**config.mk**
```make
export PLATFORM = sky130hd
export DESIGN_NAME = hextile_tile_decoder
export DESIGN_NICKNAME = d
export VERILOG_FILES = /design/src/hdl/hxt_pkg.sv /design/src/hdl/hxt_in_stage.sv /design/src/hdl/hxt_core.sv /design/src/hdl/hxt_out_stage.sv /design/src/hdl/hextile_tile_decoder.sv
export SDC_FILE = /design/constraint.sdc
export NUM_CORES = 1
export LEC_CHECK = 0
export BUFFER_PORTS_ARGS = -buffer_cell sky130_fd_sc_hd__buf_2
export CELL_PAD_IN_SITES_DETAIL_PLACEMENT = 1
export CELL_PAD_IN_SITES_GLOBAL_PLACEMENT = 1
export CORE_UTILIZATION = 40
export CTS_BUF_LIST = sky130_fd_sc_hd__clkbuf_8
export DETAILED_ROUTE_END_ITERATION = 8
export PLACE_DENSITY = 0.77
export RECOVER_POWER = 25
export SYNTH_ARGS = -nofsm -noshare
export SYNTH_HDL_FRONTEND = slang
export SYNTH_SLANG_ARGS = --single-unit
```
**constraint.sdc**
```tcl
create_clock -name clock -period 6.44 [get_ports clock]
set_input_delay 1.288 -clock clock [delete_from_list [all_inputs] [get_ports clock]]
set_output_delay 1.288 -clock clock [all_outputs]
set_load 0.05 [all_outputs]
```
**src/hdl/hxt_pkg.sv**
```systemverilog
// Shared types and constants for the hextile tile decoder.
package hxt_pkg;

   localparam int BYTES_PER_PIXEL = 4;
   localparam int TILE_SIZE       = 16;
   localparam int BYTE_IDX_W      = 2;
   localparam int PIXEL_W         = 32;

   // Request opcodes
   localparam logic OP_START = 1'b0;
   localparam logic OP_BYTE  = 1'b1;

   // Result kinds
   localparam logic KIND_FILL  = 1'b0;
   localparam logic KIND_PIXEL = 1'b1;

   // Subencoding flag bit positions
   localparam int FLAG_RAW    = 0;
   localparam int FLAG_BG     = 1;
   localparam int FLAG_FG     = 2;
   localparam int FLAG_NSUB   = 3;
   localparam int FLAG_SCOLOR = 4;

   typedef struct packed {
      logic        opcode;
      logic [15:0] rect_x;
      logic [15:0] rect_y;
      logic [15:0] rect_width;
      logic [15:0] rect_height;
      logic [7:0]  data_byte;
   } req_type;

   typedef struct packed {
      logic               kind;
      logic [15:0]        pos_x;
      logic [15:0]        pos_y;
      logic [4:0]         fill_width;
      logic [4:0]         fill_height;
      logic [PIXEL_W-1:0] color;
      logic               rect_done;
   } rsp_type;

endpackage

```
**src/hdl/hxt_in_stage.sv**
```systemverilog
// Input register stage: holds one request transaction until the core consumes it.
module hxt_in_stage (
   input  logic            clock,
   input  logic            reset,
   input  logic            req_valid,
   output logic            req_ready,
   input  hxt_pkg::req_type req_data,
   input  logic            step,
   output logic            item_valid,
   output hxt_pkg::req_type item
);

   logic            valid_ff;
   hxt_pkg::req_type data_ff;

   assign req_ready  = !valid_ff || step;
   assign item_valid = valid_ff;
   assign item       = data_ff;

   always_ff @(posedge clock) begin
      if (reset) begin
         valid_ff <= 1'b0;
      end else if (req_ready) begin
         valid_ff <= req_valid;
      end
   end

   always_ff @(posedge clock) begin
      if (req_valid && req_ready) begin
         data_ff <= req_data;
      end
   end

endmodule

```
**src/hdl/hxt_core.sv**
```systemverilog
// Hextile parser: tile walker, header sequencer and pixel assembly for one byte per step.
module hxt_core (
   input  logic             clock,
   input  logic             reset,
   input  logic             step,
   input  hxt_pkg::req_type item,
   output logic             res_valid,
   output hxt_pkg::rsp_type res
);

   typedef enum logic [3:0] {
      PH_IDLE,
      PH_SUBENC,
      PH_BG,
      PH_FG,
      PH_NSUB,
      PH_SCOLOR,
      PH_SXY,
      PH_SWH,
      PH_RAW
   } phase_type;

   // Header positions from which the optional parts are searched
   localparam logic [1:0] STAGE_BG   = 2'd0;
   localparam logic [1:0] STAGE_FG   = 2'd1;
   localparam logic [1:0] STAGE_NSUB = 2'd2;

   localparam logic [hxt_pkg::BYTE_IDX_W-1:0] LAST_BYTE =
      hxt_pkg::BYTE_IDX_W'(hxt_pkg::BYTES_PER_PIXEL - 1);

   phase_type                    phase_ff, phase_in;
   logic [15:0]                  origin_x_ff, origin_x_in, origin_y_ff, origin_y_in;
   logic [15:0]                  rect_w_ff, rect_w_in, rect_h_ff, rect_h_in;
   logic [15:0]                  off_x_ff, off_x_in, off_y_ff, off_y_in;
   logic [4:0]                   tile_w_ff, tile_w_in, tile_h_ff, tile_h_in;
   logic [4:0]                   flags_ff, flags_in;
   logic [hxt_pkg::PIXEL_W-1:0]  background_ff, background_in;
   logic [hxt_pkg::PIXEL_W-1:0]  foreground_ff, foreground_in;
   logic [hxt_pkg::PIXEL_W-1:0]  shift_ff, shift_in;
   logic [hxt_pkg::BYTE_IDX_W-1:0] byte_idx_ff, byte_idx_in;
   logic [7:0]                   subrects_ff, subrects_in;
   logic [7:0]                   subrect_pos_ff, subrect_pos_in;
   logic [3:0]                   raw_col_ff, raw_col_in, raw_row_ff, raw_row_in;

   logic [15:0]                  tile_x, tile_y;
   logic [15:0]                  next_off_x, next_off_y;
   logic                         more_cols, more_rows;
   logic [hxt_pkg::PIXEL_W-1:0]  shift_new;
   logic                         pix_done;
   logic                         do_finish;
   phase_type                    hdr;

   function automatic logic [4:0] tile_span(input logic [15:0] total, input logic [15:0] off);
      logic [15:0] rem;
      rem = total - off;
      tile_span = (rem < 16'(hxt_pkg::TILE_SIZE)) ? rem[4:0] : 5'(hxt_pkg::TILE_SIZE);
   endfunction

   // PH_IDLE means no header part remains: the background fill goes out now
   function automatic phase_type header_phase(input logic [4:0] flags, input logic [1:0] stage);
      priority if (stage == STAGE_BG && flags[hxt_pkg::FLAG_BG]) begin
         header_phase = PH_BG;
      end else if (stage != STAGE_NSUB && flags[hxt_pkg::FLAG_FG]) begin
         header_phase = PH_FG;
      end else if (flags[hxt_pkg::FLAG_NSUB]) begin
         header_phase = PH_NSUB;
      end else begin
         header_phase = PH_IDLE;
      end
   endfunction

   assign tile_x = origin_x_ff + off_x_ff;
   assign tile_y = origin_y_ff + off_y_ff;

   assign next_off_x = off_x_ff + 16'(hxt_pkg::TILE_SIZE);
   assign next_off_y = off_y_ff + 16'(hxt_pkg::TILE_SIZE);
   assign more_cols  = ({1'b0, off_x_ff} + 17'(hxt_pkg::TILE_SIZE)) < {1'b0, rect_w_ff};
   assign more_rows  = ({1'b0, off_y_ff} + 17'(hxt_pkg::TILE_SIZE)) < {1'b0, rect_h_ff};

   assign shift_new = shift_ff |
                      (hxt_pkg::PIXEL_W'(item.data_byte) << {byte_idx_ff, 3'b000});
   assign pix_done  = (byte_idx_ff == LAST_BYTE);

   always_comb begin
      phase_in       = phase_ff;
      origin_x_in    = origin_x_ff;
      origin_y_in    = origin_y_ff;
      rect_w_in      = rect_w_ff;
      rect_h_in      = rect_h_ff;
      off_x_in       = off_x_ff;
      off_y_in       = off_y_ff;
      tile_w_in      = tile_w_ff;
      tile_h_in      = tile_h_ff;
      flags_in       = flags_ff;
      background_in  = background_ff;
      foreground_in  = foreground_ff;
      shift_in       = shift_ff;
      byte_idx_in    = byte_idx_ff;
      subrects_in    = subrects_ff;
      subrect_pos_in = subrect_pos_ff;
      raw_col_in     = raw_col_ff;
      raw_row_in     = raw_row_ff;
      do_finish      = 1'b0;
      hdr            = PH_IDLE;

      res_valid       = 1'b0;
      res.kind        = hxt_pkg::KIND_FILL;
      res.pos_x       = tile_x;
      res.pos_y       = tile_y;
      res.fill_width  = tile_w_ff;
      res.fill_height = tile_h_ff;
      res.color       = background_ff;
      res.rect_done   = 1'b0;

      if (item.opcode == hxt_pkg::OP_START) begin
         origin_x_in = item.rect_x;
         origin_y_in = item.rect_y;
         rect_w_in   = item.rect_width;
         rect_h_in   = item.rect_height;
         off_x_in    = '0;
         off_y_in    = '0;
         tile_w_in   = tile_span(item.rect_width, 16'd0);
         tile_h_in   = tile_span(item.rect_height, 16'd0);
         shift_in    = '0;
         byte_idx_in = '0;
         phase_in    = (item.rect_width == 16'd0 || item.rect_height == 16'd0) ?
                       PH_IDLE : PH_SUBENC;
      end else begin
         unique case (phase_ff)
            PH_SUBENC: begin
               flags_in = item.data_byte[4:0];
               if (item.data_byte[hxt_pkg::FLAG_RAW]) begin
                  raw_col_in = '0;
                  raw_row_in = '0;
                  phase_in   = PH_RAW;
               end else begin
                  hdr = header_phase(item.data_byte[4:0], STAGE_BG);
                  if (hdr == PH_IDLE) begin
                     res_valid = 1'b1;
                     do_finish = 1'b1;
                  end else begin
                     phase_in = hdr;
                  end
               end
            end
            PH_BG, PH_FG, PH_SCOLOR, PH_RAW: begin
               shift_in    = pix_done ? '0 : shift_new;
               byte_idx_in = pix_done ? '0 : byte_idx_ff + 1'b1;
               if (pix_done) begin
                  unique case (phase_ff)
                     PH_BG: begin
                        background_in = shift_new;
                        res.color     = shift_new;
                        hdr           = header_phase(flags_ff, STAGE_FG);
                        if (hdr == PH_IDLE) begin
                           res_valid = 1'b1;
                           do_finish = 1'b1;
                        end else begin
                           phase_in = hdr;
                        end
                     end
                     PH_FG: begin
                        foreground_in = shift_new;
                        hdr           = header_phase(flags_ff, STAGE_NSUB);
                        if (hdr == PH_IDLE) begin
                           res_valid = 1'b1;
                           do_finish = 1'b1;
                        end else begin
                           phase_in = hdr;
                        end
                     end
                     PH_SCOLOR: begin
                        foreground_in = shift_new;
                        phase_in      = PH_SXY;
                     end
                     default: begin
                        // raw pixel: write it, then advance column and row
                        res_valid       = 1'b1;
                        res.kind        = hxt_pkg::KIND_PIXEL;
                        res.pos_x       = tile_x + 16'(raw_col_ff);
                        res.pos_y       = tile_y + 16'(raw_row_ff);
                        res.fill_width  = 5'd1;
                        res.fill_height = 5'd1;
                        res.color       = shift_new;
                        if (({1'b0, raw_col_ff} + 5'd1) < tile_w_ff) begin
                           raw_col_in = raw_col_ff + 4'd1;
                        end else begin
                           raw_col_in = '0;
                           if (({1'b0, raw_row_ff} + 5'd1) < tile_h_ff) begin
                              raw_row_in = raw_row_ff + 4'd1;
                           end else begin
                              raw_row_in = '0;
                              do_finish  = 1'b1;
                           end
                        end
                     end
                  endcase
               end
            end
            PH_NSUB: begin
               subrects_in = item.data_byte;
               res_valid   = 1'b1;
               if (item.data_byte == 8'd0) begin
                  do_finish = 1'b1;
               end else begin
                  phase_in = flags_ff[hxt_pkg::FLAG_SCOLOR] ? PH_SCOLOR : PH_SXY;
               end
            end
            PH_SXY: begin
               subrect_pos_in = item.data_byte;
               phase_in       = PH_SWH;
            end
            PH_SWH: begin
               res_valid       = 1'b1;
               res.pos_x       = tile_x + 16'(subrect_pos_ff[7:4]);
               res.pos_y       = tile_y + 16'(subrect_pos_ff[3:0]);
               res.fill_width  = 5'(item.data_byte[7:4]) + 5'd1;
               res.fill_height = 5'(item.data_byte[3:0]) + 5'd1;
               res.color       = foreground_ff;
               subrects_in     = subrects_ff - 8'd1;
               if (subrects_ff == 8'd1) begin
                  do_finish = 1'b1;
               end else begin
                  phase_in = flags_ff[hxt_pkg::FLAG_SCOLOR] ? PH_SCOLOR : PH_SXY;
               end
            end
            PH_IDLE: begin
               // drop stray bytes
            end
            default: begin
            end
         endcase

         // tile complete: step right, then down, else close the rectangle
         if (do_finish) begin
            if (more_cols) begin
               off_x_in  = next_off_x;
               tile_w_in = tile_span(rect_w_ff, next_off_x);
               phase_in  = PH_SUBENC;
            end else if (more_rows) begin
               off_x_in  = '0;
               off_y_in  = next_off_y;
               tile_w_in = tile_span(rect_w_ff, 16'd0);
               tile_h_in = tile_span(rect_h_ff, next_off_y);
               phase_in  = PH_SUBENC;
            end else begin
               res.rect_done = 1'b1;
               phase_in      = PH_IDLE;
            end
         end
      end
   end

   always_ff @(posedge clock) begin
      if (reset) begin
         phase_ff      <= PH_IDLE;
         background_ff <= '0;
         foreground_ff <= '0;
         shift_ff      <= '0;
         byte_idx_ff   <= '0;
      end else if (step) begin
         phase_ff      <= phase_in;
         background_ff <= background_in;
         foreground_ff <= foreground_in;
         shift_ff      <= shift_in;
         byte_idx_ff   <= byte_idx_in;
      end
   end

   always_ff @(posedge clock) begin
      if (step) begin
         origin_x_ff    <= origin_x_in;
         origin_y_ff    <= origin_y_in;
         rect_w_ff      <= rect_w_in;
         rect_h_ff      <= rect_h_in;
         off_x_ff       <= off_x_in;
         off_y_ff       <= off_y_in;
         tile_w_ff      <= tile_w_in;
         tile_h_ff      <= tile_h_in;
         flags_ff       <= flags_in;
         subrects_ff    <= subrects_in;
         subrect_pos_ff <= subrect_pos_in;
         raw_col_ff     <= raw_col_in;
         raw_row_ff     <= raw_row_in;
      end
   end

endmodule

```
**src/hdl/hxt_out_stage.sv**
```systemverilog
// Result register stage: holds one result transaction until the receiver takes it.
module hxt_out_stage (
   input  logic             clock,
   input  logic             reset,
   input  logic             step,
   input  logic             res_valid,
   input  hxt_pkg::rsp_type res,
   output logic             free,
   output logic             rsp_valid,
   input  logic             rsp_ready,
   output hxt_pkg::rsp_type rsp_data
);

   logic             valid_ff;
   hxt_pkg::rsp_type data_ff;
   logic             load;

   assign free      = !valid_ff || rsp_ready;
   assign load      = step && res_valid;
   assign rsp_valid = valid_ff;
   assign rsp_data  = data_ff;

   always_ff @(posedge clock) begin
      if (reset) begin
         valid_ff <= 1'b0;
      end else if (load) begin
         valid_ff <= 1'b1;
      end else if (rsp_ready) begin
         valid_ff <= 1'b0;
      end
   end

   always_ff @(posedge clock) begin
      if (load) begin
         data_ff <= res;
      end
   end

endmodule

```
**src/hdl/hextile_tile_decoder.sv**
```systemverilog
// Hextile rectangle decoder: start and byte transactions in, fill and pixel transactions out.
//
// req_data carries either a rectangle start (opcode start) or one byte of the hextile
// stream (opcode byte). Each transaction produces at most one result on rsp_data: a
// solid fill of up to 16x16 pixels or a single raw pixel write. rect_done marks the
// last result of a rectangle; an empty rectangle produces no results at all.
//
// An accepted item sits in the input register and passes through the parser into the
// result register once the result slot is free. Throughput is one transaction per
// clock while the receiver does not stall, limited by the single parser state update
// per byte. A start received mid-rectangle abandons the current one.
//
// Reset clears both register stages and the parser, and the background and
// foreground colours return to zero. When the receiver stalls, the result register
// holds, the parser stops, and an empty input register still takes one more
// transaction before req_ready falls.
module hextile_tile_decoder (
   input  logic             clock,
   input  logic             reset,
   input  logic             req_valid,
   output logic             req_ready,
   input  hxt_pkg::req_type req_data,
   output logic             rsp_valid,
   input  logic             rsp_ready,
   output hxt_pkg::rsp_type rsp_data
);

   logic             item_valid;
   hxt_pkg::req_type item;
   logic             out_free;
   logic             step;
   logic             res_valid;
   hxt_pkg::rsp_type res;

   // consume the held item whenever the result slot can take its result
   assign step = item_valid && out_free;

   hxt_in_stage u_in_stage (
      .clock      (clock),
      .reset      (reset),
      .req_valid  (req_valid),
      .req_ready  (req_ready),
      .req_data   (req_data),
      .step       (step),
      .item_valid (item_valid),
      .item       (item)
   );

   hxt_core u_core (
      .clock     (clock),
      .reset     (reset),
      .step      (step),
      .item      (item),
      .res_valid (res_valid),
      .res       (res)
   );

   hxt_out_stage u_out_stage (
      .clock     (clock),
      .reset     (reset),
      .step      (step),
      .res_valid (res_valid),
      .res       (res),
      .free      (out_free),
      .rsp_valid (rsp_valid),
      .rsp_ready (rsp_ready),
      .rsp_data  (rsp_data)
   );

endmodule

```
# Yosys cells after proc, flatten, opt, wreduce, memory -nomap -nowiden
# Cells that the tools add are included.
# word_totals
register_bits	388
output_inout_bits	78
elab_cells	221
# classes
add_sub_neg	20
magnitude_cmp	9
eq_ne	27
n_shift	1
muxes	93
bitwise_logic	3
n_reduce_logical	35
# ops
cell	count
2-to-1 mux 75 bit	2
case mux 74 bit (2 select lines)	1
2-to-1 mux 32 bit	4
2-to-1 mux 4 bit	32
2-to-1 mux 16 bit	6
less-than comparator 16 x 5 -> 1 bit (second input constant)	5
2-to-1 mux 5 bit	13
adder 16 x 4 -> 16 bit	4
2-to-1 mux 43 bit	1
adder 16 x 5 -> 17 bit (second input constant)	2
less-than comparator 17 x 16 -> 1 bit	2
adder 16 bit	2
adder 16 x 5 -> 16 bit (second input constant)	2
zero test 16 bit	2
bitwise OR 32 bit	1
left shift 8 x 5 -> 32 bit	1
subtractor 16 bit	2
adder 4 x 1 -> 5 bit (second input constant)	4
case mux 4 bit (5 select lines)	1
2-to-1 mux 1 bit	19
== test 4 x 3 -> 1 bit (second input constant)	4
case mux 4 bit (2 select lines)	2
case mux 8 bit (2 select lines)	1
!= test 5 bit (second input constant)	3
38 further kinds	72

# Longest topological paths before layout
# Gate-level depths: netlist of run 1.
# depth
depth_word	14
depth_mapped	17
depth_no_buf	15

# Modules after synthesis
# Synthesis of run 1 repeated with hierarchy kept, for this count alone.
# unflattened
hier_cells	1856
area_unflattened_um2	19730.2
# by_module_without_submodules
module	instances	cells_each	area_per_inst_um2
hxt_core	1	1696	15144.5
hxt_out_stage	1	81	2332.2
hxt_in_stage	1	78	2247.2
hextile_tile_decoder	1	1	6.3

# Least setup slack after synthesis of run 1
# Ideal clock, no wire load.
# synth_path
path_kind	input-to-reg
from	in rsp_ready
to	reg u_out_stage.data_ff (netlist bit u_out_stage.rsp_data[0]) (enable)
setup_time_ps	511
arrival_time_ps	4787
required_time_ps	5929
slack_ps	1141
stages	3
path_buffers	0
cell_sequence	nand2b_1 nand3_1 nor2_1
# synth_via
elab_chain_cells	3
# synth_lines
element	line_no	rtl
start: declaration	hextile_tile_decoder.sv:24	input logic rsp_ready,
logical OR 1 bit	hxt_out_stage.sv:18	assign free = !valid_ff || rsp_ready;
logical AND 1 bit	hextile_tile_decoder.sv:36	assign step = item_valid && out_free;
logical AND 1 bit	hxt_out_stage.sv:19	assign load = step && res_valid;
named net u_out_stage.load	hxt_out_stage.sv:16	logic load;
end signal: assignment	hxt_out_stage.sv:35	data_ff <= res;
end: declaration	hxt_out_stage.sv:15	hxt_pkg::rsp_type data_ff;
# The timed path passes the listed nets, and every way through them passes these cells.
# A chain may end at the register's enable or synchronous reset.

# Final worst setup path of run 1
# layout_path
from	in rsp_ready
to	reg u_in_stage.data_ff (netlist bit u_in_stage.item[14]) (enable)
# layout_via
elab_chain_cells	4
# layout_lines
element	line_no	rtl
logical OR 1 bit	hxt_out_stage.sv:18	
logical AND 1 bit	hextile_tile_decoder.sv:36	
logical OR 1 bit	hxt_in_stage.sv:16	assign req_ready = !valid_ff || step;
logical AND 1 bit	hxt_in_stage.sv:29	if (req_valid && req_ready) begin
end signal: assignment	hxt_in_stage.sv:30	data_ff <= req_data;
end: declaration	hxt_in_stage.sv:14	hxt_pkg::req_type data_ff;
# No other way between the ends.

==> results of run 1 <==
power groups by stage:
stage                     sequential [mW]  clock [mW]  combinational (mW)
after CTS                            2.74        2.38               0.315
after global placement               2.79           0               0.300
after floorplan                      2.77           0               0.208
after global routing                 2.75        2.47               0.343
after detailed placement             2.79           0               0.313
final                                2.74        2.31               0.312
through the flow:
step	setup slack, ns	hold slack [ns]
after global routing	1.34	0.416
final	1.68	0.410
after detailed placement	2.12	0.406
after global placement	2.28	0.405
after CTS	2.08	0.410
after floorplan	1.14	0.400
registers in the layout, indices dropped and copies added, names as in the netlist, 5 cells and up:
register / flops
u_in_stage.item: 73
u_core.off_x_ff: 16
u_out_stage.rsp_data: 76
u_core.shift_ff: 32
u_core.origin_x_ff: 16
u_core.tile_h_ff: 5
u_core.background_ff: 32
u_core.off_y_ff: 12
u_core.subrect_pos_ff: 8
u_core.rect_h_ff: 16
u_core.rect_w_ff: 16
u_core.subrects_ff: 8
u_core.origin_y_ff: 16
u_core.foreground_ff: 32
u_core.tile_w_ff: 5
worst max-delay path by stage:
stage	end	slack, ns	cells past startpoint
2_1_floorplan	u_out_stage.rsp_data[0]$_SDFFCE_PP0P_	1.14	3
3_3_place_gp	u_core.off_y_ff[15]$_SDFFCE_PN0P_	2.28	13
3_5_place_dp	u_core.off_y_ff[8]$_SDFFCE_PN0P_	2.12	13
4_1_cts	u_core.off_y_ff[8]$_SDFFCE_PN0P_	2.08	13
5_1_grt	u_in_stage.item[14]$_DFFE_PP_	1.34	4
6_report	u_in_stage.item[14]$_DFFE_PP_	1.68	4
layout by cell type (no fill, tap or decap), drive strengths merged, types with 22 or more instances in the layout:
cell	count
a211oi	76
a21o	28
a21oi	138
a221o	32
and3	23
buf	160
clkbuf	96
dfxtp	104
edfxtp	278
ha	115
inv	122
nand2	82
nand3	36
nor2	231
nor2b	24
nor3	55
nor4	22
o21ai	69
xnor2	48
xor2	34
layout make-up:
| type | count | area [um2] |
|---|---|---|
| well taps | 615 | 769 |
| flip-flops and latches | 382 | 10400 |
| clock inverters | 44 | 275 |
| clock buffers | 81 | 1110 |
| repair buffers | 175 | 890 |
| fillers | 5244 | 25600 |
| inverters | 102 | 383 |
| multi-input cells | 1244 | 8450 |
routing by layer:
| layer | global-route usage, % | share of wire [%] | vias to the layer above |
|---|---|---|---|
| met5 | 0 | 0 | - |
| met4 | 8.23 | 2.8 | 0 |
| met3 | 3.27 | 4.4 | 100 |
| met2 | 37.5 | 48 | 362 |
| met1 | 29.1 | 45 | 7479 |
| li1 | - | - | 7037 |
kinds of logic after synthesis:
family | count (synthesis)
adders and majority gates | 122
and+or+nand+nor | 558
AOI/OAI and AO/OA | 467
xor gates and xnor gates | 82
DFF | 382
buffers and inverters | 184
muxes | 15
worst max-delay path: stages:
cell and delay, ns:
buf_2 0.11, nand3b_1 0.15, and2_4 0.16, clkbuf_1 3.08
==> results by stage, run 1 <==
Outcome:
- The flow ran to the end, but the final reports show violations.
- The checks that failed: capacitance limit, slew limit.

Pwr:
- The internal power is 4.07 mW.
- The part of the power in combinational logic is 5.8%.
- The power per standard cell area is 241 mW/mm2.
- The standby leakage power is 8.26 nW.
- The maximum resistive drop on vdd is 0.000145 V.
- The design draws 5.37 mW.
- Per report_power, the sequential group accounts for 51.1% of the total.
- For this design the total switching power over the nets is 1.30 mW.
- The clock network burns 43.1% of the power.
- Of the total power, the share spent switching nets is 24.2%.

Detailed routing:
- After detailed routing, the number of remaining DRC violations is 0.
- The count of nets left with antenna violations once routing finished came out at 0.
- The routed via count divided by cell count is 5.67.
- The total via count after detailed routing is 15000.
- The final layout contains routed wiring with a total length of 55.4 mm.
- Before antenna repair, the detailed router went through 5 iterations.
- For this block, the initial DRC count from the detailed router was 992.
- In the final routed layout, each cell accounts on average for 21.0 um.

Synthesis:
- The share of async-settable or async-resettable flops after synthesis is 0%.
- The compound-cell area share of the yosys netlist is 16.5%.
- In this run, distinct cell masters in the synthesized netlist total 92.
- The proportion of synthesized chip area in sequential cells is 53.3%.
- The cell count after synthesis came out at 1810.
- The synthesized netlist net count is 2009.
- The post-synthesis xor/xnor area fraction is 3.67%.
- The share of the synthesized area in the top cell type is 42.7%.
- By area, the combinational part of the netlist is dominated by compound AO/OA/AOI/OAI gates.
- The average instance in the mapped netlist occupies 10.8 um2.
- Among all flip-flop cells after synthesis, the most frequent one is edfxtp_1.
- The portion of synthesized area spent on multiplexers is 0.787%.
- The adder and majority gate portion of the synthesized area is 8.07%.
- By count the netlist is led by edfxtp_1 (278), nor2_1 (230), a21oi_1 (135), ha_1 (115), dfxtp_1 (104).
- In the post-synthesis netlist, the biggest area contributors are edfxtp_1 (43%), dfxtp_1 (11%), ha_1 (7.4%), nor2_1 (4.4%), a21oi_1 (3.5%).
- The mapped netlist covers 0.0196 mm2.
- The synthesis warning total is 0.
- Yosys instantiated no cell more often than edfxtp_1.
- Of the total synthesized cell area, the portion taken by AND, OR, NAND and NOR gates is 13.9%.
- The post-synthesis register bit count is 382.
- The leading area contributor after synthesis is edfxtp_1.
- Yosys mapped a number of flops with a built-in enable equal to 278.

Worst setup path:
- Of all nets on the critical path, the largest fanout is 73.
- The reg-to-reg setup timing slack is 1.94 ns.
- The category of the most critical setup path is primary input to flop.
- STA puts the critical path data arrival time at 4.88 ns.
- In this run the worst setup path begins at rsp_ready.
- The number of cells on the worst reg-to-reg path is 6.
- The worst register-to-register path begins at u_in_stage.item[72]$_DFFE_PP_.
- The end of the worst register-to-register path is u_core.tile_w_ff[1]$_DFFE_PP_.
- The data required time at the worst endpoint is 6.57 ns.
- The endpoint kind of the worst setup timing path is a flop.
- The worst setup path is launched from a primary input.

Global routing:
- The global-route usage over all layers is 22.3%.
- The number of global-route vias before repair was 15700.
- The largest net degree at the start of global routing is 74.
- The wire length of the first global-routing pass is 86.4 mm.
- The total overflow left after global routing is 0.
- The number of antenna violations at the first check in global routing is 1.

Timing:
- The worst pin sits at a relative slew slack of -197%.
- The number of max-slew violations in the final report is 135.
- The top achievable clock speed is 210 MHz.
- The number of setup violations in the final report is 0.
- The hold violation total from the final report is 0.
- Between clock sinks in the finished design, the worst skew comes to 0.0266 ns.
- The post-layout minimum cycle time is 4.76 ns.
- The post-route fraction of the period consumed by the critical path is 73.8%.
- The actual slew at the worst max-slew pin is 4.45 ns.
- Setup repair after global routing left no endpoint under its margin.
- Summed over all failing endpoints, the final setup total negative slack is 0 ns.

Worst hold path:
- The tightest min-delay check is of the flop to flop type.
- The hold-critical path endpoint is u_core.origin_y_ff[12]$_DFFE_PP_.
- The number of cells traversed by the worst hold path is 0.
- In this run the most critical hold path is launched from u_in_stage.item[52]$_DFFE_PP_.

CTS:
- Hold repair after CTS inserted 0 buffers.
- After clock tree synthesis, the setup repair step added 0 buffers.
- The clock-pin slew reported for the worst setup and hold paths after clock tree synthesis is 0.06 ns.
- The clock root buffer is clkbuf_8.
- The number of buffers on the longest clock path is 3.
- The number of buffers created by CTS is 70.
- For the worst-skew pair, the clock arrives at the later sink with an insertion delay of 0.65 ns.
- The H-tree depth is 3.
- For this design, the sink count on the clock tree is 382.
- The TritonCTS clock tree is yes.
- The number of instances resized during post-cts repair is 0.

Floorplan:
- The region available for standard cell placement spans 0.0479 mm2.
- The die covers 0.0498 mm2.
- The die height is 223 um.
- The horizontal die dimension is 223 um.
- After floorplanning, the core was divided into 80 placement rows.
- The initial cell density of the core is 40.8%.
- 155 I/O pins were placed.

Place:
- The HPWL after detailed placement is 38.6 mm.
- The final estimated routing congestion in global placement is 0.886.
- The quantity of I/O buffers inserted on ports is 154.
- Once placement finished, the instance area stood at 0.0210 mm2.
- The number of placed instances, taps included is 2518.

Layout:
- The utilization of the core after routing is 46.5%.
- The finished cells cover 0.0223 mm2.
- The non-filler instance count after layout is 2643.
- From synthesis to final layout, the design area changed by 14.1%.
- The total number of nets in the final design is 2174.
- The antenna diode count is 0.
- Of the cells placed in the final design, the portion with a size suffix greater than 1 is 14.9%.

Job:
- The tool flagged a number of max-cap violations equal to 3.
No activity file was read; power rests on OpenSTA's default activity.
==> inputs of run 2 (changes only) <==
Settings changed: ABC_AREA set to 1, PLACE_DENSITY 0.77 to 0.82.
Clock period 6.44 ns to 3.9 ns, I/O delays scaled along.
==> run 2 against run 1 <==
Effect of this change:
- the run still ends with capacitance limit, slew limit left
- first-iteration DRC count is 13% higher
- final cell count up 27%
- sequential share of layout area is 3.7 points lower
- setup slack lost 1.4 ns
- largest power group unchanged
- die area grew 8.5%
==> results by stage, run 2 <==
Synthesis:
- The leading area contributor after synthesis is edfxtp_1.
- The compound-cell area share of the yosys netlist was 13.0% (-3.5 points).
- The post-synthesis average cell area is 8.73 um2 (-19%).
- The share of the synthesized area in the top cell type is 39.3% (-3.4 points).
- The number of synthesized flops with an enable pin is 278 (unchanged).
- The fraction of synthesized area in multiplexers is 0.0472% (-0.74 points).
- The number of distinct standard cells referenced by the synthesized netlist is 58 (-37%).
- The share of async-settable or async-resettable flops after synthesis is 0% (unchanged).
- The synthesized instance count is 2432 (+34%).
- The post-synthesis share of cell area spent on and, or, nand and nor gates is 20.0% (+6.2 points).
- By area the synthesized netlist is led by edfxtp_1 (39%), dfxtp_1 (9.8%), nand2_1 (7.5%), ha_1 (6.8%), inv_1 (5.7%).
- The adder and majority gate portion of the synthesized area is 7.44% (-0.64 points).
- The area of the mapped netlist came to 0.0212 mm2 (+8.5%).
- The post-synthesis xor/xnor area fraction is 2.73% (-0.94 points).
- The most common cell in the netlist is nand2_1.
- The post-synthesis register bit count is 382 (unchanged).
- After synthesis, the largest family of logic cells by area is simple AND/OR/NAND/NOR gates.
- The synthesis warning total is 0 (unchanged).
- The proportion of synthesized chip area in sequential cells came to 49.1% (-4.2 points).
- The most used flip-flop cell after synthesis is edfxtp_1.
- The synthesized netlist net count came to 2631 (+31%).
- The commonest cells after synthesis are nand2_1 (422), inv_1 (324), edfxtp_1 (278), nor2_1 (271), o21ai_0 (188).

Floorplan:
- The initial cell density of the core was 40.5% (-0.31 points).
- The number of I/O pins is 155 (unchanged).
- The area inside the core boundary is 0.0524 mm2 (+9.4%).
- The horizontal die dimension is 232 um (+4.1%).
- The die height is 232 um (+4.1%).
- The area enclosed by the die boundary came to 0.0540 mm2 (+8.5%).
- The number of placement rows is 84 (+5.0%).

Pwr:
- The maximum resistive drop on vdd was 0.000240 V (+66%).
- The share of total power in sequential cells came to 48.9% (-2.2 points).
- The switching part of the total was 27.4% (+3.3 points).
- The part of the power in combinational logic is 10.2% (+4.4 points).
- The standby leakage power is 10.4 nW (+26%).
- The power per standard cell area is 385 mW/mm2 (+60%).
- The share of power burned in the clock network is 40.9% (-2.2 points).
- The internal power is 6.77 mW (+66%).
- The switching power of the nets is 2.56 mW (+97%).

Place:
- The quantity of I/O buffers inserted on ports came to 154 (unchanged).
- The number of placed instances, taps included came to 3237 (+29%).
- The placed wire-length estimate is 48.6 mm (+26%).
- The final estimated routing congestion in global placement was 0.911 (+2.8%).

Worst setup path:
- The worst setup path is of the flop to flop kind.
- The reg-to-reg setup timing slack is 0.27 ns (-1.67 ns).
- The endpoint kind of the worst setup timing path is a flop.
- The data required time at the worst endpoint came to 4.23 ns (-2.34 ns).
- The arrival time of data at the critical path endpoint is 3.96 ns (-0.92 ns).
- The critical-path maximum fanout is 21 (-71%).
- STA classifies the critical path startpoint as a flop.

Global routing:
- The number of global-route vias before repair is 19300 (+23%).
- The global-route usage over all layers is 24.9% (+2.6 points).
- The number of antenna violations at the first check in global routing is 2 (+1).
- The overall overflow remaining after global route came to 0 (unchanged).
- The largest net degree at the start of global routing is 67 (-9.5%).
- The wire length of the first global-routing pass is 105 mm (+21%).

Timing:
- The worst path uses 93.2% of the clock period.
- The hold violation total from the final report was 0 (unchanged).
- The headroom to the max-slew limit is -38.2% (+160 points).
- The actual slew at the worst max-slew pin is 2.07 ns (-2.38 ns).
- The post-route setup TNS is 0 ns (unchanged).
- Setup repair after global routing left no endpoint under its margin.
- The worst hold-check slack came to 0.294 ns (-0.116 ns).
- Derived from the worst setup path, the maximum achievable clock frequency is 275 MHz.
- The number of max-slew violations in the final report is 39 (-71%).
- The final clock skew is 0.0367 ns (+0.0102 ns).
- The post-layout minimum cycle time is 3.63 ns.
- The number of setup violations in the final report was 0 (unchanged).

CTS:
- The number of clock sinks seen by CTS was 382 (unchanged).
- The number of buffers inserted by hold repair at cts is 0 (unchanged).
- The number of buffers on the longest clock path was 3 (unchanged).
- The number of buffers created by CTS is 70 (unchanged).
- The number of setup buffers added after CTS is 0 (unchanged).
- The H-tree depth is 3 (unchanged).
- The number of instances resized during post-cts repair is 0 (unchanged).
- The clock-pin slew reported for the worst setup and hold paths after clock tree synthesis is 0.06 ns (about the same).
- The clock root buffer is clkbuf_8.
- TritonCTS built the clock tree.
- The clock insertion delay at the later pin of the skew report is 0.67 ns (+0.02 ns).

Outcome:
- The flow ran to the end, but the final reports show violations.
- The final reports fail on capacitance limit, slew limit.

Layout:
- The synthesis-to-layout area growth is 14.1% (about the same).
- Leaving out fill and tap cells, the most frequent cells in the layout are nand2_1 (422), inv_1 (342), edfxtp_1 (278), nor2_1 (264), o21ai_0 (188).
- Leaving out fill and tap cells, the most frequent cell in the layout is nand2_1.
- The flip-flop count of the largest register, all copies and words added is 76 (unchanged).
- The non-filler instance count after layout is 3362 (+27%).
- The antenna diode count was 0 (unchanged).
- The utilization of the core after routing is 46.2% (-0.35 points).
- The share of final-layout standard cells stronger than drive strength 1 is 13.7% (-1.3 points).
- The total number of nets in the final design is 2820 (+30%).

Detailed routing:
- The routed wirelength normalized by instance count is 19.9 um (-5.2%).
- The number of routed nets with antenna violations was 0 (unchanged).
- The number of DRC markers after the initial detailed-route iteration is 1119 (+13%).
- The detailed-router iteration count before antenna repair is 5 (unchanged).
- The total via count after detailed routing is 18200 (+22%).
- The routed via count divided by cell count was 5.42 (-4.4%).
- The count of unresolved DRC violations after routing is 0 (unchanged).
- The total routed wirelength was 66.8 mm (+21%).

Job:
- The number of max-cap violations was 1 (-2).

Worst hold path:
- The worst min-delay path class is primary input to flop.
run 2: cell types whose count changed after synthesis, sizes merged, moves of 32 or more:
cell / change
a211oi: -53
o21ai: +134
nand2: +362
inv: +230
nor2: +60
a221o: -32
nand3: +100
run 2: final cells by class:
class | count | area (um2)
clock inverter | 53 | 372
inverter | 334 | 1260
sequential | 382 | 10400
fill | 6215 | 28200
tap | 688 | 861
clock buffer | 72 | 991
multi-input combinational | 1637 | 9230
timing repair buffer | 196 | 1090
run 2: logic make-up after synthesis:
logic type | after synthesis
and+or+nand+nor | 973
AOI/OAI and AO/OA | 480
buffers and inverters | 413
DFF | 382
adders and majority gates | 122
xor gates and xnor gates | 61
muxes | 1
run 2: power groups by stage:
stage / Sequential (mW) / Clock [mW] / Combinational, mW
floorplan: 4.61 / 0 / 0.617
global placement: 4.64 / 0 / 0.898
detailed placement: 4.65 / 0 / 0.937
CTS: 4.57 / 3.93 / 0.947
global route: 4.57 / 4.06 / 1.05
finish: 4.57 / 3.82 / 0.950
run 2: worst max-delay path: stages (launching register included):
cell      delay (ns)
edfxtp_1        0.44
inv_1           0.11
nor2_2          0.18
nand4_1         0.15
nor2_2          0.16
nand2_1         0.10
nor2_1          0.19
xor2_2          0.25
inv_1           0.08
ha_1            0.35
nand2_1         0.11
inv_1           0.07
nand3_1         0.13
nor3_1          0.07
nor2_1          0.24
nand2_4         0.14
a31o_2          0.23
inv_1           0.07
buf_6           0.22
run 2: layer usage:
layer	GRT usage, %	routed length, um	vias up	share of wire (%)
li1	-	-	8629	-
met1	31.9	29200	8943	44
met2	41.9	31700	528	48
met3	4.27	3980	121	6.0
met4	9.15	1850	0	2.8
met5	0	0	-	0
run 2: worst paths after layout:
| path | start | endpoint | cells past startpoint |
|---|---|---|---|
| setup / recovery | u_core.off_x_ff[4]$_SDFFCE_PP0P_ | u_core.off_x_ff[14]$_SDFFCE_PP0P_ | 18 |
| hold / removal | req_data[20] | u_in_stage.item[20]$_DFFE_PP_ | 1 |
| setup reg to reg | u_core.off_x_ff[4]$_SDFFCE_PP0P_ | u_core.off_x_ff[14]$_SDFFCE_PP0P_ | 18 |
| hold reg to reg | u_in_stage.item[65]$_DFFE_PP_ | u_core.origin_x_ff[9]$_DFFE_PP_ | 0 |
run 2: metrics by stage:
stage / instance area, um2 / setup WS [ns] / power (mW)
4_1_cts: 24200 / 0.0455 / 9.44
3_5_place_dp: 22900 / 0.0959 / 5.59
5_1_grt: 24200 / 0.0352 / 9.68
3_3_place_gp: 22900 / 0.322 / 5.54
2_1_floorplan: 21200 / 0.405 / 5.23
6_report: 24200 / 0.266 / 9.33
==> inputs of run 3 (changes only) <==
Settings changed: BUFFER_PORTS_ARGS -buffer_cell sky130_fd_sc_hd__buf_2 to not set, CORE_MARGIN set to 5, DONT_BUFFER_PORTS set to 1, PLACE_DENSITY 0.82 to 0.79.
==> run 3 against run 2 <==
Effect of this change:
- the flow still finishes with violations (capacitance limit, slew limit)
- sequential power is essentially flat
- die area grew 7.0%
- hold slack worse by 0.11 ns
- critical endpoint is now u_out_stage.rsp_data[31]$_DFFE_PP_
==> results by stage, run 3 (synthesis gave the netlist of run 2 again) <==
Timing:
- The post-layout minimum cycle time is 3.60 ns (-0.0295 ns).
- The headroom to the max-slew limit is -41.2% (-3.1 points).
- The actual slew at the worst max-slew pin is 2.12 ns (+0.0459 ns).
- The worst hold-check slack is 0.187 ns (-0.107 ns).
- The hold violation total from the final report is 0 (unchanged).
- The post-route fraction of the period consumed by the critical path is 92.4% (-0.76 points).
- The final clock skew is 0.0412 ns (+0.00447 ns).
- The number of max-slew violations in the final report came to 34 (-13%).
- The top achievable clock speed came to 277 MHz (+0.82%).
- The post-route setup TNS was 0 ns (unchanged).
- Setup repair after global routing left no endpoint under its margin.
- The number of setup violations in the final report came to 0 (unchanged).

Pwr:
- The standby leakage power is 9.87 nW (-5.3%).
- The maximum resistive drop on vdd was 0.000383 V (+59%).
- The power per standard cell area is 402 mW/mm2 (+4.5%).

CTS:
- The H-tree depth is 3 (unchanged).
- The clock-pin slew reported for the worst setup and hold paths after clock tree synthesis came to 0.07 ns (about the same).
- The number of buffers on the longest clock path is 3 (unchanged).
- The number of clock sinks seen by CTS is 382 (unchanged).
- The number of buffers inserted by hold repair at cts is 0 (unchanged).
- TritonCTS built the clock tree.
- The clock insertion delay at the later pin of the skew report was 0.66 ns (about the same).
- The clock root buffer is clkbuf_8.
- The number of buffers created by CTS is 69 (-1.4%).

Job:
- The number of max-cap violations is 1 (unchanged).

Global routing:
- The wire length of the first global-routing pass was 101 mm (-4.0%).
- The overall overflow remaining after global route is 0 (unchanged).
- The largest net degree at the start of global routing is 67 (unchanged).
- The number of antenna violations at the first check in global routing is 1 (-1).
- The number of global-route vias before repair was 18300 (-5.4%).
- The global-route usage over all layers is 22.1% (-2.8 points).

Layout:
- Relative to the synthesized area, the layout overhead comes to 10.7%.
- The total number of nets in the final design came to 2661 (-5.6%).
- Leaving out fill and tap cells, the most frequent cell in the layout is nand2_1.
- The flip-flop count of the largest register, all copies and words added came to 76 (unchanged).
- The share of final-layout standard cells stronger than drive strength 1 came to 8.16% (-5.5 points).
- In the layout the commonest cells are nand2_1 (422), inv_1 (344), edfxtp_1 (278), nor2_1 (265), o21ai_0 (188).
- The post-route cell area is 0.0235 mm2 (-3.0%).
- The count of fill cells added during filler insertion is 6186 (-0.47%).

Floorplan:
- The horizontal die dimension is 240 um (+3.4%).
- The area enclosed by the die boundary was 0.0578 mm2 (+7.0%).
- The area inside the core boundary is 0.0526 mm2 (+0.20%).
- The number of I/O pins is 155 (unchanged).
- The die height is 240 um (+3.4%).
- The number of placement rows is 84 (unchanged).
- The initial cell density of the core is 40.4% (-0.081 points).

Worst setup path:
- The category of the most critical setup path is flop to flop.
- The data required time at the worst endpoint is 4.36 ns (+0.13 ns).
- STA classifies the critical path endpoint as a flop.
- The worst setup path is launched from a flop.
- The arrival time of data at the critical path endpoint was 4.06 ns (+0.10 ns).
- The critical-path maximum fanout is 33 (+57%).

Outcome:
- The final reports fail on capacitance limit, slew limit.
- The run finished, with violations left.

Detailed routing:
- The number of routed nets with antenna violations was 0 (unchanged).
- The routed via count divided by cell count was 5.43 (+0.28%).
- The number of DRC markers after the initial detailed-route iteration is 1146 (+2.4%).
- The count of unresolved DRC violations after routing is 0 (unchanged).
- The routed wirelength normalized by instance count was 20.1 um (+1.4%).
- The total routed wirelength was 64.5 mm (-3.4%).
- The total via count after detailed routing was 17400 (-4.5%).
- The detailed-router iteration count before antenna repair is 5 (unchanged).

Place:
- The placed wire-length estimate is 47.2 mm (-2.9%).
- The quantity of I/O buffers inserted on ports is 0 (-100%).
- The total cell area at the placement stage was 0.0221 mm2 (-3.5%).
- The final estimated routing congestion in global placement is 0.879 (-3.5%).

Worst hold path:
- The worst min-delay path class is primary input to flop.
[run 3: path summary, 6_finish.rpt]
check	from	endpoint	slack, ns	cells past startpoint
hold / removal	reset	u_core.shift_ff[25]$_SDFFE_PP0P_	0.19	1
setup / recovery	u_in_stage.item[72]$_DFFE_PP_	u_out_stage.rsp_data[31]$_DFFE_PP_	0.30	6
setup reg to reg	u_in_stage.item[72]$_DFFE_PP_	u_out_stage.rsp_data[31]$_DFFE_PP_	0.30	6
hold reg to reg	u_in_stage.item[67]$_DFFE_PP_	u_core.origin_x_ff[11]$_DFFE_PP_	0.42	0
[run 3: per-layer routing]
layer | vias to the layer above | routed length, um | GRT usage [%]
met2 | 442 | 30000 | 36.3
met4 | 2 | 1500 | 6.81
met1 | 8533 | 29300 | 29.3
met3 | 104 | 3700 | 5.01
met5 | - | 13 | 0
li1 | 8321 | - | -
[run 3: worst max-delay path, stage by stage, from the launching register on]
cell and delay, ns:
edfxtp_1 0.45, clkbuf_1 1.55, nand2_1 0.20, inv_1 0.40, buf_4 0.37, o21ai_0 0.17
o211ai_1 0.26
[run 3: timing repair]
| item | 4_1_cts | 5_1_grt |
|---|---|---|
| setup buffers | 0 | 1 |
| endpoints found under the setup margin | 0 | 44 |
| gates resized for setup | 0 | 7 |
[run 3: cell type report]
class / count / area [um2] / area share (%)
flip-flops and latches: 382 / 10400 / 44.4
multi-input cells: 1637 / 9210 / 39.2
inverters: 334 / 1260 / 5.35
clock buffers: 70 / 963 / 4.10
well taps: 688 / 861 / 3.66
clock inverters: 52 / 459 / 1.95
repair buffers: 38 / 308 / 1.31
diodes: 1 / 2.50 / 0.0107
[run 3: power breakdown]
group          switching, mW  internal (mW)
Clock                   1.78           2.23
Combinational          0.626          0.244
Sequential            0.0898           4.49
Total                   2.50           6.96
[run 3: metrics by stage]
step | utilization [%] | setup slack, ns | power, mW | instances
3_3_place_gp | 42.0 | 0.395 | 5.48 | 3078
5_1_grt | 44.7 | 0.00138 | 9.90 | 3201
6_report | 44.7 | 0.296 | 9.45 | 3202
4_1_cts | 44.7 | 0.167 | 9.59 | 3200
2_1_floorplan | - | 0.405 | 5.23 | 2432
3_5_place_dp | 42.0 | 0.212 | 5.52 | 3078
